**config.mk**
```make
export PLATFORM = sky130hd
export DESIGN_NAME = fault_debounce_state_table
export DESIGN_NICKNAME = d
export VERILOG_FILES = /design/src/rtl/fdst_pkg.sv /design/src/rtl/fdst_cfg.sv /design/src/rtl/fdst_store.sv /design/src/rtl/fdst_eval.sv /design/src/rtl/fault_debounce_state_table.sv
export SDC_FILE = /design/constraint.sdc
export NUM_CORES = 1
export LEC_CHECK = 0
export BUFFER_PORTS_ARGS = -buffer_cell sky130_fd_sc_hd__buf_2
export CORE_UTILIZATION = 40
export CTS_BUF_LIST = sky130_fd_sc_hd__clkbuf_4 sky130_fd_sc_hd__clkbuf_8
export DETAILED_ROUTE_END_ITERATION = 16
export PLACE_DENSITY = 0.6
export SYNTH_ARGS = -nofsm -noshare
export SYNTH_HDL_FRONTEND = slang
export SYNTH_SLANG_ARGS = --single-unit
```
**constraint.sdc**
```tcl
create_clock -name clk -period 4.5 [get_ports clk]
set_input_delay 0.675 -clock clk [delete_from_list [all_inputs] [get_ports clk]]
set_output_delay 0.675 -clock clk [all_outputs]
set_load 0.03 [all_outputs]
```
**src/rtl/fdst_pkg.sv**
```systemverilog
// ----------------------------------------------------------------------------
// fdst_pkg
// Types and constants shared by the fault debounce state table modules.
// ----------------------------------------------------------------------------
package fdst_pkg;

  localparam int IDX_W      = 3;
  localparam int CNT_W      = 16;
  localparam int THD_W      = 15;
  localparam int WUC_W      = 8;
  localparam int CFG_ADDR_W = 3;
  localparam int CFG_DATA_W = 32;

  localparam logic [THD_W-1:0] THD_RESET = 15'd100;

  // register index decoded from paddr[2]
  localparam logic REG_DETECT_THRESHOLD = 1'b0;

  typedef enum logic [2:0] {
    ST_ABSENT    = 3'd0,
    ST_PART_PRES = 3'd1,
    ST_PART_ABS  = 3'd2,
    ST_PRESENT   = 3'd3,
    ST_DEVAL     = 3'd4,
    ST_FUGITIVE  = 3'd5
  } fault_state_t;

  typedef struct packed {
    fault_state_t st;
    logic         freeze_frame;
    logic         entered_present;
    logic         left_unvalidated;
    logic         clear_event;
  } eval_res_t;

endpackage

```
**src/rtl/fdst_cfg.sv**
```systemverilog
// ----------------------------------------------------------------------------
// fdst_cfg
// APB register slave holding the debounce detect threshold.
// ----------------------------------------------------------------------------
module fdst_cfg (
  input  logic                              clk,
  input  logic                              rst_n,
  input  logic                              psel,
  input  logic                              penable,
  input  logic                              pwrite,
  input  logic [fdst_pkg::CFG_ADDR_W-1:0]   paddr,
  input  logic [fdst_pkg::CFG_DATA_W-1:0]   pwdata,
  output logic [fdst_pkg::CFG_DATA_W-1:0]   prdata,
  output logic                              pready,
  output logic [fdst_pkg::THD_W-1:0]        detect_threshold
);
  import fdst_pkg::*;

  logic [THD_W-1:0] thd_r;
  logic             wr_hit;

  assign pready = 1'b1;
  assign wr_hit = psel && penable && pwrite && pready && (paddr[2] == REG_DETECT_THRESHOLD);

  always_ff @(posedge clk) begin
    if (!rst_n) begin
      thd_r <= THD_RESET;
    end else if (wr_hit) begin
      thd_r <= pwdata[THD_W-1:0];
    end
  end

  always_comb begin
    prdata = '0;
    if (paddr[2] == REG_DETECT_THRESHOLD) begin
      prdata = {{(CFG_DATA_W-THD_W){1'b0}}, thd_r};
    end
  end

  assign detect_threshold = thd_r;

endmodule

```
**src/rtl/fdst_store.sv**
```systemverilog
// ----------------------------------------------------------------------------
// fdst_store
// Per-fault state memory with registered read, valid bits for reset and
// write-to-read bypass for an item that follows on the same fault.
// ----------------------------------------------------------------------------
module fdst_store #(
  parameter int FAULT_COUNT = 8,
  parameter int AW          = 3
) (
  input  logic                   clk,
  input  logic                   rst_n,
  input  logic                   rd_en,
  input  logic [AW-1:0]          rd_addr,
  input  logic                   wr_en,
  input  logic [AW-1:0]          wr_addr,
  input  fdst_pkg::fault_state_t wr_data,
  output fdst_pkg::fault_state_t rd_data
);
  import fdst_pkg::*;

  logic [2:0]             mem [FAULT_COUNT];
  logic [FAULT_COUNT-1:0] vld_r;
  logic [2:0]             mem_q_r;
  logic                   ent_vld_r;
  logic                   byp_r;
  fault_state_t           byp_data_r;

  always_ff @(posedge clk) begin
    if (wr_en) begin
      mem[wr_addr] <= wr_data;
    end
    if (rd_en) begin
      mem_q_r    <= mem[rd_addr];
      ent_vld_r  <= vld_r[rd_addr];
      byp_r      <= wr_en && (wr_addr == rd_addr);
      byp_data_r <= wr_data;
    end
  end

  always_ff @(posedge clk) begin
    if (!rst_n) begin
      vld_r <= '0;
    end else if (wr_en) begin
      vld_r[wr_addr] <= 1'b1;
    end
  end

  // never-written entries read as absent
  always_comb begin
    if (byp_r) begin
      rd_data = byp_data_r;
    end else if (ent_vld_r) begin
      rd_data = fault_state_t'(mem_q_r);
    end else begin
      rd_data = ST_ABSENT;
    end
  end

endmodule

```
**src/rtl/fdst_eval.sv**
```systemverilog
// ----------------------------------------------------------------------------
// fdst_eval
// Next-state and event logic for one fault evaluation.
// ----------------------------------------------------------------------------
module fdst_eval (
  input  fdst_pkg::fault_state_t          cur_state,
  input  logic signed [fdst_pkg::CNT_W-1:0] detect_count,
  input  logic [fdst_pkg::THD_W-1:0]      detect_threshold,
  input  logic                            stored_present,
  input  logic                            class_locked,
  input  logic [fdst_pkg::WUC_W-1:0]      warmup_count,
  output fdst_pkg::eval_res_t             res
);
  import fdst_pkg::*;

  logic signed [CNT_W:0] c_s;
  logic signed [CNT_W:0] thd_s;
  logic signed [CNT_W:0] nthd_s;
  logic                  pos_lo;
  logic                  neg_lo;
  logic                  mid;
  logic                  eq_p;
  logic                  eq_n;
  fault_state_t          settled;
  fault_state_t          base;

  assign c_s    = {detect_count[CNT_W-1], detect_count};
  assign thd_s  = {2'b00, detect_threshold};
  assign nthd_s = -thd_s;

  assign pos_lo  = (c_s > 0) && (c_s < thd_s);
  assign neg_lo  = (c_s <= 0) && (c_s > nthd_s);
  assign mid     = (c_s < thd_s) && (c_s > nthd_s);
  assign eq_p    = (c_s == thd_s);
  assign eq_n    = (c_s == nthd_s);
  assign settled = stored_present ? ST_FUGITIVE : ST_ABSENT;
  assign base    = (cur_state == ST_FUGITIVE) ? ST_FUGITIVE : ST_ABSENT;

  always_comb begin
    res = '{st: cur_state, freeze_frame: 1'b0, entered_present: 1'b0,
            left_unvalidated: 1'b0, clear_event: 1'b0};
    case (cur_state)
      ST_PART_PRES, ST_PART_ABS: begin
        if (cur_state == ST_PART_PRES && neg_lo) begin
          res.st = ST_PART_ABS;
        end else if (cur_state == ST_PART_ABS && pos_lo) begin
          res.st = ST_PART_PRES;
        end else if (eq_n) begin
          res.st = settled;
        end else if (eq_p) begin
          res.st              = ST_PRESENT;
          res.entered_present = 1'b1;
        end
      end
      ST_PRESENT, ST_DEVAL: begin
        if (eq_n && !class_locked) begin
          res.st               = settled;
          res.left_unvalidated = 1'b1;
        end else if (cur_state == ST_PRESENT) begin
          if (mid) begin
            res.st = ST_DEVAL;
          end
        end else if (eq_p) begin
          res.st = ST_PRESENT;
        end
      end
      // absent, fugitive and any stray code
      default: begin
        res.st = base;
        if (pos_lo) begin
          res.st           = ST_PART_PRES;
          res.freeze_frame = 1'b1;
        end else if (eq_p) begin
          res.st              = ST_PRESENT;
          res.freeze_frame    = 1'b1;
          res.entered_present = 1'b1;
        end else if (base == ST_FUGITIVE && warmup_count == '0) begin
          res.st          = ST_ABSENT;
          res.clear_event = 1'b1;
        end
      end
    endcase
  end

endmodule

```
**src/rtl/fault_debounce_state_table.sv**
```systemverilog
// ----------------------------------------------------------------------------
// fault_debounce_state_table
// Six-state debounce status per fault, updated by one evaluation per item.
//
//   channel   handshake            payload
//   -------   ------------------   ------------------------------------------
//   input     start / busy         in_fault_index, in_detect_count,
//                                  in_stored_present, in_class_locked,
//                                  in_warmup_count
//   result    out_strobe           out_fault_index_out, out_new_state,
//                                  out_record_freeze_frame, out_entered_present,
//                                  out_left_unvalidated, out_clear_event
//   config    APB (psel..pready)   detect_threshold at byte address 0
//
// One item per cycle; busy stays low. The result strobes after the registered
// state memory read and the evaluation into the result register. Items on the
// same fault back to back see the prior update through the memory bypass.
// Reset is synchronous and marks every state entry absent at once. Results
// cannot be stalled.
// ----------------------------------------------------------------------------
module fault_debounce_state_table #(
  parameter int FAULT_COUNT = 8
) (
  input  logic                                clk,
  input  logic                                rst_n,
  // input channel
  input  logic                                start,
  output logic                                busy,
  input  logic [fdst_pkg::IDX_W-1:0]          in_fault_index,
  input  logic signed [fdst_pkg::CNT_W-1:0]   in_detect_count,
  input  logic                                in_stored_present,
  input  logic                                in_class_locked,
  input  logic [fdst_pkg::WUC_W-1:0]          in_warmup_count,
  // result channel
  output logic                                out_strobe,
  output logic [fdst_pkg::IDX_W-1:0]          out_fault_index_out,
  output logic [2:0]                          out_new_state,
  output logic                                out_record_freeze_frame,
  output logic                                out_entered_present,
  output logic                                out_left_unvalidated,
  output logic                                out_clear_event,
  // configuration
  input  logic                                psel,
  input  logic                                penable,
  input  logic                                pwrite,
  input  logic [fdst_pkg::CFG_ADDR_W-1:0]     paddr,
  input  logic [fdst_pkg::CFG_DATA_W-1:0]     pwdata,
  output logic [fdst_pkg::CFG_DATA_W-1:0]     prdata,
  output logic                                pready
);
  import fdst_pkg::*;

  localparam int AW = (FAULT_COUNT > 1) ? $clog2(FAULT_COUNT) : 1;
  localparam int IW = (AW > IDX_W) ? AW : IDX_W;

  logic                    accept;
  logic                    in_range;
  logic [IW-1:0]           idx_ext;
  logic [THD_W-1:0]        detect_threshold;
  fault_state_t            cur_state;
  eval_res_t               res;

  // stage 1: item register
  logic                    s1_vld_r;
  logic                    s1_in_range_r;
  logic [IDX_W-1:0]        s1_index_r;
  logic [AW-1:0]           s1_addr_r;
  logic signed [CNT_W-1:0] s1_count_r;
  logic                    s1_stpres_r;
  logic                    s1_locked_r;
  logic [WUC_W-1:0]        s1_wuc_r;

  // stage 2: result register
  logic                    out_strobe_r;
  logic [IDX_W-1:0]        out_index_r;
  eval_res_t               out_res_r;

  assign busy     = 1'b0;
  assign accept   = start && !busy;
  assign in_range = int'(in_fault_index) < FAULT_COUNT;
  assign idx_ext  = IW'(in_fault_index);

  fdst_cfg u_cfg (
    .clk              (clk),
    .rst_n            (rst_n),
    .psel             (psel),
    .penable          (penable),
    .pwrite           (pwrite),
    .paddr            (paddr),
    .pwdata           (pwdata),
    .prdata           (prdata),
    .pready           (pready),
    .detect_threshold (detect_threshold)
  );

  fdst_store #(
    .FAULT_COUNT (FAULT_COUNT),
    .AW          (AW)
  ) u_store (
    .clk     (clk),
    .rst_n   (rst_n),
    .rd_en   (accept && in_range),
    .rd_addr (idx_ext[AW-1:0]),
    .wr_en   (s1_vld_r && s1_in_range_r),
    .wr_addr (s1_addr_r),
    .wr_data (res.st),
    .rd_data (cur_state)
  );

  fdst_eval u_eval (
    .cur_state        (cur_state),
    .detect_count     (s1_count_r),
    .detect_threshold (detect_threshold),
    .stored_present   (s1_stpres_r),
    .class_locked     (s1_locked_r),
    .warmup_count     (s1_wuc_r),
    .res              (res)
  );

  always_ff @(posedge clk) begin
    if (!rst_n) begin
      s1_vld_r     <= 1'b0;
      out_strobe_r <= 1'b0;
    end else begin
      s1_vld_r     <= accept;
      out_strobe_r <= s1_vld_r;
    end
  end

  always_ff @(posedge clk) begin
    if (accept) begin
      s1_in_range_r <= in_range;
      s1_index_r    <= in_fault_index;
      s1_addr_r     <= idx_ext[AW-1:0];
      s1_count_r    <= in_detect_count;
      s1_stpres_r   <= in_stored_present;
      s1_locked_r   <= in_class_locked;
      s1_wuc_r      <= in_warmup_count;
    end
    if (s1_vld_r) begin
      out_index_r <= s1_index_r;
      // out-of-table index: echo only, everything else zero
      if (s1_in_range_r) begin
        out_res_r <= res;
      end else begin
        out_res_r <= '{st: ST_ABSENT, freeze_frame: 1'b0, entered_present: 1'b0,
                       left_unvalidated: 1'b0, clear_event: 1'b0};
      end
    end
  end

  assign out_strobe              = out_strobe_r;
  assign out_fault_index_out     = out_index_r;
  assign out_new_state           = out_res_r.st;
  assign out_record_freeze_frame = out_res_r.freeze_frame;
  assign out_entered_present     = out_res_r.entered_present;
  assign out_left_unvalidated    = out_res_r.left_unvalidated;
  assign out_clear_event         = out_res_r.clear_event;

  a_latency: assert property (@(posedge clk) disable iff (!rst_n)
    accept |=> ##1 out_strobe)
    else $error("result strobe missing two cycles after item");

  a_ep_state: assert property (@(posedge clk) disable iff (!rst_n)
    (out_strobe && out_entered_present) |-> (out_new_state == ST_PRESENT))
    else $error("entered_present without present state");

  a_clear_state: assert property (@(posedge clk) disable iff (!rst_n)
    (out_strobe && out_clear_event) |->
      (out_new_state == ST_ABSENT && !out_record_freeze_frame))
    else $error("clear_event with wrong state");

  a_pulse_excl: assert property (@(posedge clk) disable iff (!rst_n)
    out_strobe |-> $onehot0({out_entered_present, out_left_unvalidated, out_clear_event}))
    else $error("conflicting event pulses");

  a_out_of_range: assert property (@(posedge clk) disable iff (!rst_n)
    (out_strobe && int'(out_fault_index_out) >= FAULT_COUNT) |->
      (out_new_state == ST_ABSENT && !out_record_freeze_frame && !out_entered_present &&
       !out_left_unvalidated && !out_clear_event))
    else $error("out-of-table item produced state or events");

endmodule

```
Word-level counts from Yosys, hierarchy flattened
Memories as Yosys holds them, arrays and structs flattened. A register that Yosys moved wholly into a read port is not among the register bits.
Index checks and enable logic that the tools add are counted.
{ "classes": {"addsub": 1, "magnitude_cmp": 7, "eq_ne": 9, "mux": 31, "bitwise": 2, "reduce_logical": 18} }
{ "op_table": {"columns": ["cell", "n"], "rows": [
  ["$mux W3", 13],
  ["$eq A16 B17 Y1", 1],
  ["$gt A16 B17 Y1", 1],
  ["$neg A15 Y17", 1],
  ["$eq A16 B16 Y1", 1],
  ["$gt A16 B1 Y1 const B", 1],
  ["$le A16 B1 Y1 const B", 1],
  ["$lt A16 B16 Y1", 1],
  ["$mux W15", 1],
  ["$logic_and A1 B1 Y1", 12],
  ["$mux W1", 11],
  ["$eq A3 B3 Y1 const B", 3],
  ["$logic_not A8 Y1", 1],
  ["$lt A3 B4 Y1 const B", 2],
  ["$or A8 B8 Y8", 1],
  ["$eq A3 B2 Y1 const B", 2],
  ["$pmux W3 S2", 1],
  ["$reduce_or A6 Y1", 1],
  ["$mux W4", 1],
  ["$reduce_or A2 Y1", 2],
  ["$reduce_or A4 Y1", 1],
  ["$bmux W1 S3", 1],
  ["$demux W1 S3", 1],
  ["$eq A3 B1 Y1 const B", 1],
  ["6 further kinds", 6]
]} }
{ "word_totals": {"ff_bits": 69, "ramBits": 24, "out_inout_bits": 45, "wordCells": 87, "n_memories": 1} }
{ "mem_list": {"columns": ["memory", "words", "word_bits", "rd", "rd_clocked_by_memory_dff", "wr", "line", "rtl"], "rows": [
  ["u_store.mem", 8, 3, 1, 1, 1, "fdst_store.sv:21", "logic [2:0] mem [FAULT_COUNT];"]
]} }

Logic depth before layout (Yosys ltp)
{ "logic_depth": {"ltp_word": 10, "mapped_depth": 17} }

Cells and area by module
A second synthesis with hierarchy kept.
{ "unflattened": {"hier_cells": 423, "area_unflattened_um2": 5098.6} }
{ "modules_own_cells": {"columns": ["module", "n_inst", "cells_per_inst", "area_per_inst_um2"], "rows": [
  ["fdst_store", 1, 81, 1609.0],
  ["fdst_eval", 1, 195, 1371.3],
  ["fault_debounce_state_table", 1, 45, 1234.9],
  ["fdst_cfg", 1, 102, 883.3]
]} }

Worst setup path after synthesis
Ideal clock, no wire load.
{ "synth_timing": {"path_kind": "reg-to-reg", "start": "reg u_cfg.thd_r[1], in the netlist u_cfg.detect_threshold[1]", "end": "reg out_res_r, in the netlist out_new_state[0] (data pin)", "arrival_time_ns": 3.604, "path_slack_ns": 0.561, "stages_incl_launch_ff": 18, "n_path_buf": 1, "synth_period_minus_slack_ns": 3.939, "cell_sequence": "dfxtp_1 > inv_1 > ha_1 > nand4_2 > or3_4 > or3_4 > or4_4 > nor2_2 > xnor2_1 > ha_1 > nand4_1 > nor3_1 > nand3_1 > clkbuf_1 > mux2i_1 > nor3_1 > o21ai_0 > nand4b_1"} }
{ "synth_rtl": {"columns": ["element", "line", "rtl"], "rows": [
  ["start, declared", "fdst_cfg.sv:19", "logic [THD_W-1:0] thd_r;"],
  ["start signal, assigned", "fdst_cfg.sv:29", "thd_r <= pwdata[THD_W-1:0];"],
  ["end signal, assigned", "fault_debounce_state_table.sv:144", "out_res_r <= res;"],
  ["end signal, assigned", "fault_debounce_state_table.sv:146", "out_res_r <= '{st: ST_ABSENT, freeze_frame: 1'b0, entered_present: 1'b0,"],
  ["end, declared", "fault_debounce_state_table.sv:76", "eval_res_t out_res_r;"]
]} }

==> flow_metrics.env <==
export IMPL_drive_above_1_share_pct=23.7
export IMPL_cap_viol_max_count=0
export IMPL_synthMostInstantiatedCell="edfxtp_1"
export IMPL_yosysWarnings=0
export IMPL_finClkSkew_ns=0.00941
export IMPL_drc_errors=0
export IMPL_ys_flop_type="edfxtp_1"
export IMPL_grtUsageTotal_pct=17.1
export IMPL_ant_nets=0
export IMPL_port_buffer_count=76
export IMPL_syn_inst=428
export IMPL_p_switching_mw=0.477
export IMPL_cts_tree="done"
export IMPL_tns_ns=0
export IMPL_drt_pass1_iter_count=5
export IMPL_synth_seq_cells=96
export IMPL_clkSlewWorstSetupHoldPaths_ns=0.09
export IMPL_slew_viol_final=0
export IMPL_reg2reg_slack_ns=0.28
export IMPL_crit_fanout=10
export IMPL_final_hold_viol_count=0
export IMPL_gp_congestion=0.914
export IMPL_path_class="reg2reg"
export IMPL_grt_ovfl_total=0
export IMPL_grt_max_degree=39
export IMPL_clk_latency_ns=0.37
export IMPL_io_pins=115
export IMPL_critPathLaunchType="register"
export IMPL_p_int_mw=1.35
export IMPL_grt_pass1_wl_um=16500
export IMPL_row_count=40
export IMPL_cts_max_level=3
export IMPL_status="completed"
export IMPL_synth_edf_count=71
export IMPL_drt_iter0_markers=178
export IMPL_synthTopCellsByCount="71 x edfxtp_1, 51 x nand2_1, 32 x ha_1"
export IMPL_combinationalPowerShare_pct=12.4
export IMPL_ys_types=57
export IMPL_fin_util_pct=46.8
export IMPL_tightest_slew_ns=0.909
export IMPL_min_period_ns=4.22
export IMPL_relSlewSlack_pct=39.4
export IMPL_syn2layout_area_growth_pct=14.1
export IMPL_synth_area_leader_cell="edfxtp_1"
export IMPL_cts_buffer_depth=2
export IMPL_cts_sinks=96
export IMPL_rsz0062_at_grt="no"
export IMPL_diodes=0
export IMPL_cp_required_ns=4.59
export IMPL_wl_per_cell_um=15.3
export IMPL_synth_top_area_share_pct=43.3
export IMPL_wirelength_um=10100
export IMPL_p_total_mw=1.83
export IMPL_cp_end_kind="register"
export IMPL_p_sw_share_pct=26.1
export IMPL_hpwl_um=7610
export IMPL_netlist_area_mm2=0.00492
export IMPL_cts_made_buffers=9
export IMPL_nets=608
export IMPL_initial_core_util_pct=41.0
export IMPL_fill_cells=1082
export IMPL_seqPwrFrac_pct=56.5
export IMPL_p_per_area_mw_per_mm2=326
export IMPL_postSynth_asyncResetShare_pct=0
export IMPL_vias=3439
export IMPL_synth_seq_area_share_pct=53.5
export IMPL_fin_crit_sh_pct=93.8
export IMPL_viasPerCell=5.23
export IMPL_hold_class="reg2reg"
export IMPL_cellLeakagePower_nw=2.19
export IMPL_ctsRootBufferMaster="clkbuf_8"
export IMPL_grt_pass1_vias=3388
export IMPL_die_y_um=113
export IMPL_core_region_area_mm2=0.0120
export IMPL_antenna_found_initial=0
export IMPL_cp_arrival_ns=4.31
export IMPL_setup_viol=0
export IMPL_die_area_mm2=0.0128
export IMPL_ir_worst_vdd_mv=0.218
export IMPL_max_freq_mhz=237
export IMPL_die_x_um=113
export IMPL_yosys_top_cells_area="edfxtp_1 43%, dfxtp_1 10%, ha_1 8.1%"
export IMPL_synth_avg_cell_area_um2=11.5
export IMPL_clkPwrFrac_pct=31.1
## layout make-up
type / instances / area, um2 / area share, %
clock inverters: 6 / 66.3 / 1.18
repair buffers: 81 / 418 / 7.44
clock buffers: 10 / 131 / 2.34
flip-flops and latches: 96 / 2630 / 46.9
multi-input cells: 298 / 2110 / 37.6
well taps: 147 / 184 / 3.27
inverters: 20 / 75.1 / 1.34
## logic make-up (layout without fill, tap and decap cells)
| logic type | Yosys count | after routing | synth area share [%] |
|---|---|---|---|
| AOI/OAI and AO/OA | 78 | 78 | 11.2 |
| muxes | 13 | 13 | 4.78 |
| and+or+nand+nor | 142 | 142 | 14.4 |
| buffers and inverters | 51 | 117 | 5.36 |
| other | 2 | 19 | 0.153 |
| xor gates and xnor gates | 14 | 14 | 2.49 |
| DFF | 96 | 96 | 53.5 |
| adders and majority gates | 32 | 32 | 8.13 |
## worst max-delay path, cell delays in order, from the launching register on
cell and delay (ns):
dfxtp_1 0.33, inv_1 0.13, ha_1 0.24, nand4_2 0.14, or3_4 0.35, or3_4 0.36
or4_4 0.44, nor2_2 0.12, xnor2_1 0.08, ha_1 0.30, nand4_1 0.20, o41ai_2 0.47
nand4b_1 0.20, o211a_1 0.18, a311o_2 0.40
## routing by layer
metal / vias up / wire length [um] / global-route usage (%)
met5: - / 0 / 0
met4: 0 / 99 / 6.05
met3: 7 / 534 / 4.23
met2: 85 / 4770 / 28.1
met1: 1638 / 4690 / 22.3
li1: 1709 / - / -
## metrics by stage
stage	cell area [um2]	setup slack, ns	hold WS (ns)	std cells
floorplan	4990	0.561	0.435	445
global placement	5390	0.225	0.443	641
detailed placement	5390	0.118	0.453	641
CTS	5590	0.0867	0.449	657
global route	5620	0.0303	0.443	658
finish	5620	0.281	0.469	658
## what timing repair did
action	in CTS	in global routing
endpoints found under the setup margin	0	30
hold buffers	0	0
resized for setup	0	4
buffers inserted	0	1
## flip-flops by register name, summed over array words and instances (netlist names), 8 cells and up
register and flops:
s1_count_r 16, u_store.mem 24, s1_wuc_r 8, u_store.vld_r 8
u_cfg.detect_threshold 15
## layout by cell type (no fill, tap or decap), types with 4 or more instances in the layout
cell type	Yosys	final
xnor2_1	11	11
nor4_1	9	9
o31ai_1	5	5
inv_1	19	19
mux4_2	8	8
a22o_1	4	4
nand4_1	9	9
nand4b_1	4	4
nor3_1	12	11
clkbuf_8	0	9
conb_1	2	19
buf_2	1	76
nand2_1	51	51
ha_1	32	32
nor2_1	30	30
o21ai_0	7	7
a21boi_0	13	13
mux2_2	4	4
dfxtp_1	25	25
a21oi_1	13	13
edfxtp_1	71	71
o211ai_1	4	4
buf_4	19	5
o21a_1	11	11
## power by group through the flow
| stage | combinational [mW] | sequential (mW) | clock (mW) |
|---|---|---|---|
| after floorplan | 0.156 | 1.05 | 0 |
| after global placement | 0.219 | 1.05 | 0 |
| after detailed placement | 0.225 | 1.05 | 0 |
| after CTS | 0.226 | 1.03 | 0.591 |
| after global routing | 0.255 | 1.04 | 0.619 |
| final | 0.227 | 1.03 | 0.569 |
## final timing paths
check / start / end / cells past startpoint
worst max-delay path: u_cfg.detect_threshold[1]$_SDFFE_PN0P_ / u_store.byp_data_r[1]$_DFFE_PP_ / 14
worst max register to register: u_cfg.detect_threshold[1]$_SDFFE_PN0P_ / u_store.byp_data_r[1]$_DFFE_PP_ / 14
worst min register to register: u_store.vld_r[0]$_SDFFE_PN0P_ / u_store.vld_r[0]$_SDFFE_PN0P_ / 1
worst min-delay path: u_store.vld_r[0]$_SDFFE_PN0P_ / u_store.vld_r[0]$_SDFFE_PN0P_ / 1
No activity file was read; power rests on OpenSTA's default activity.
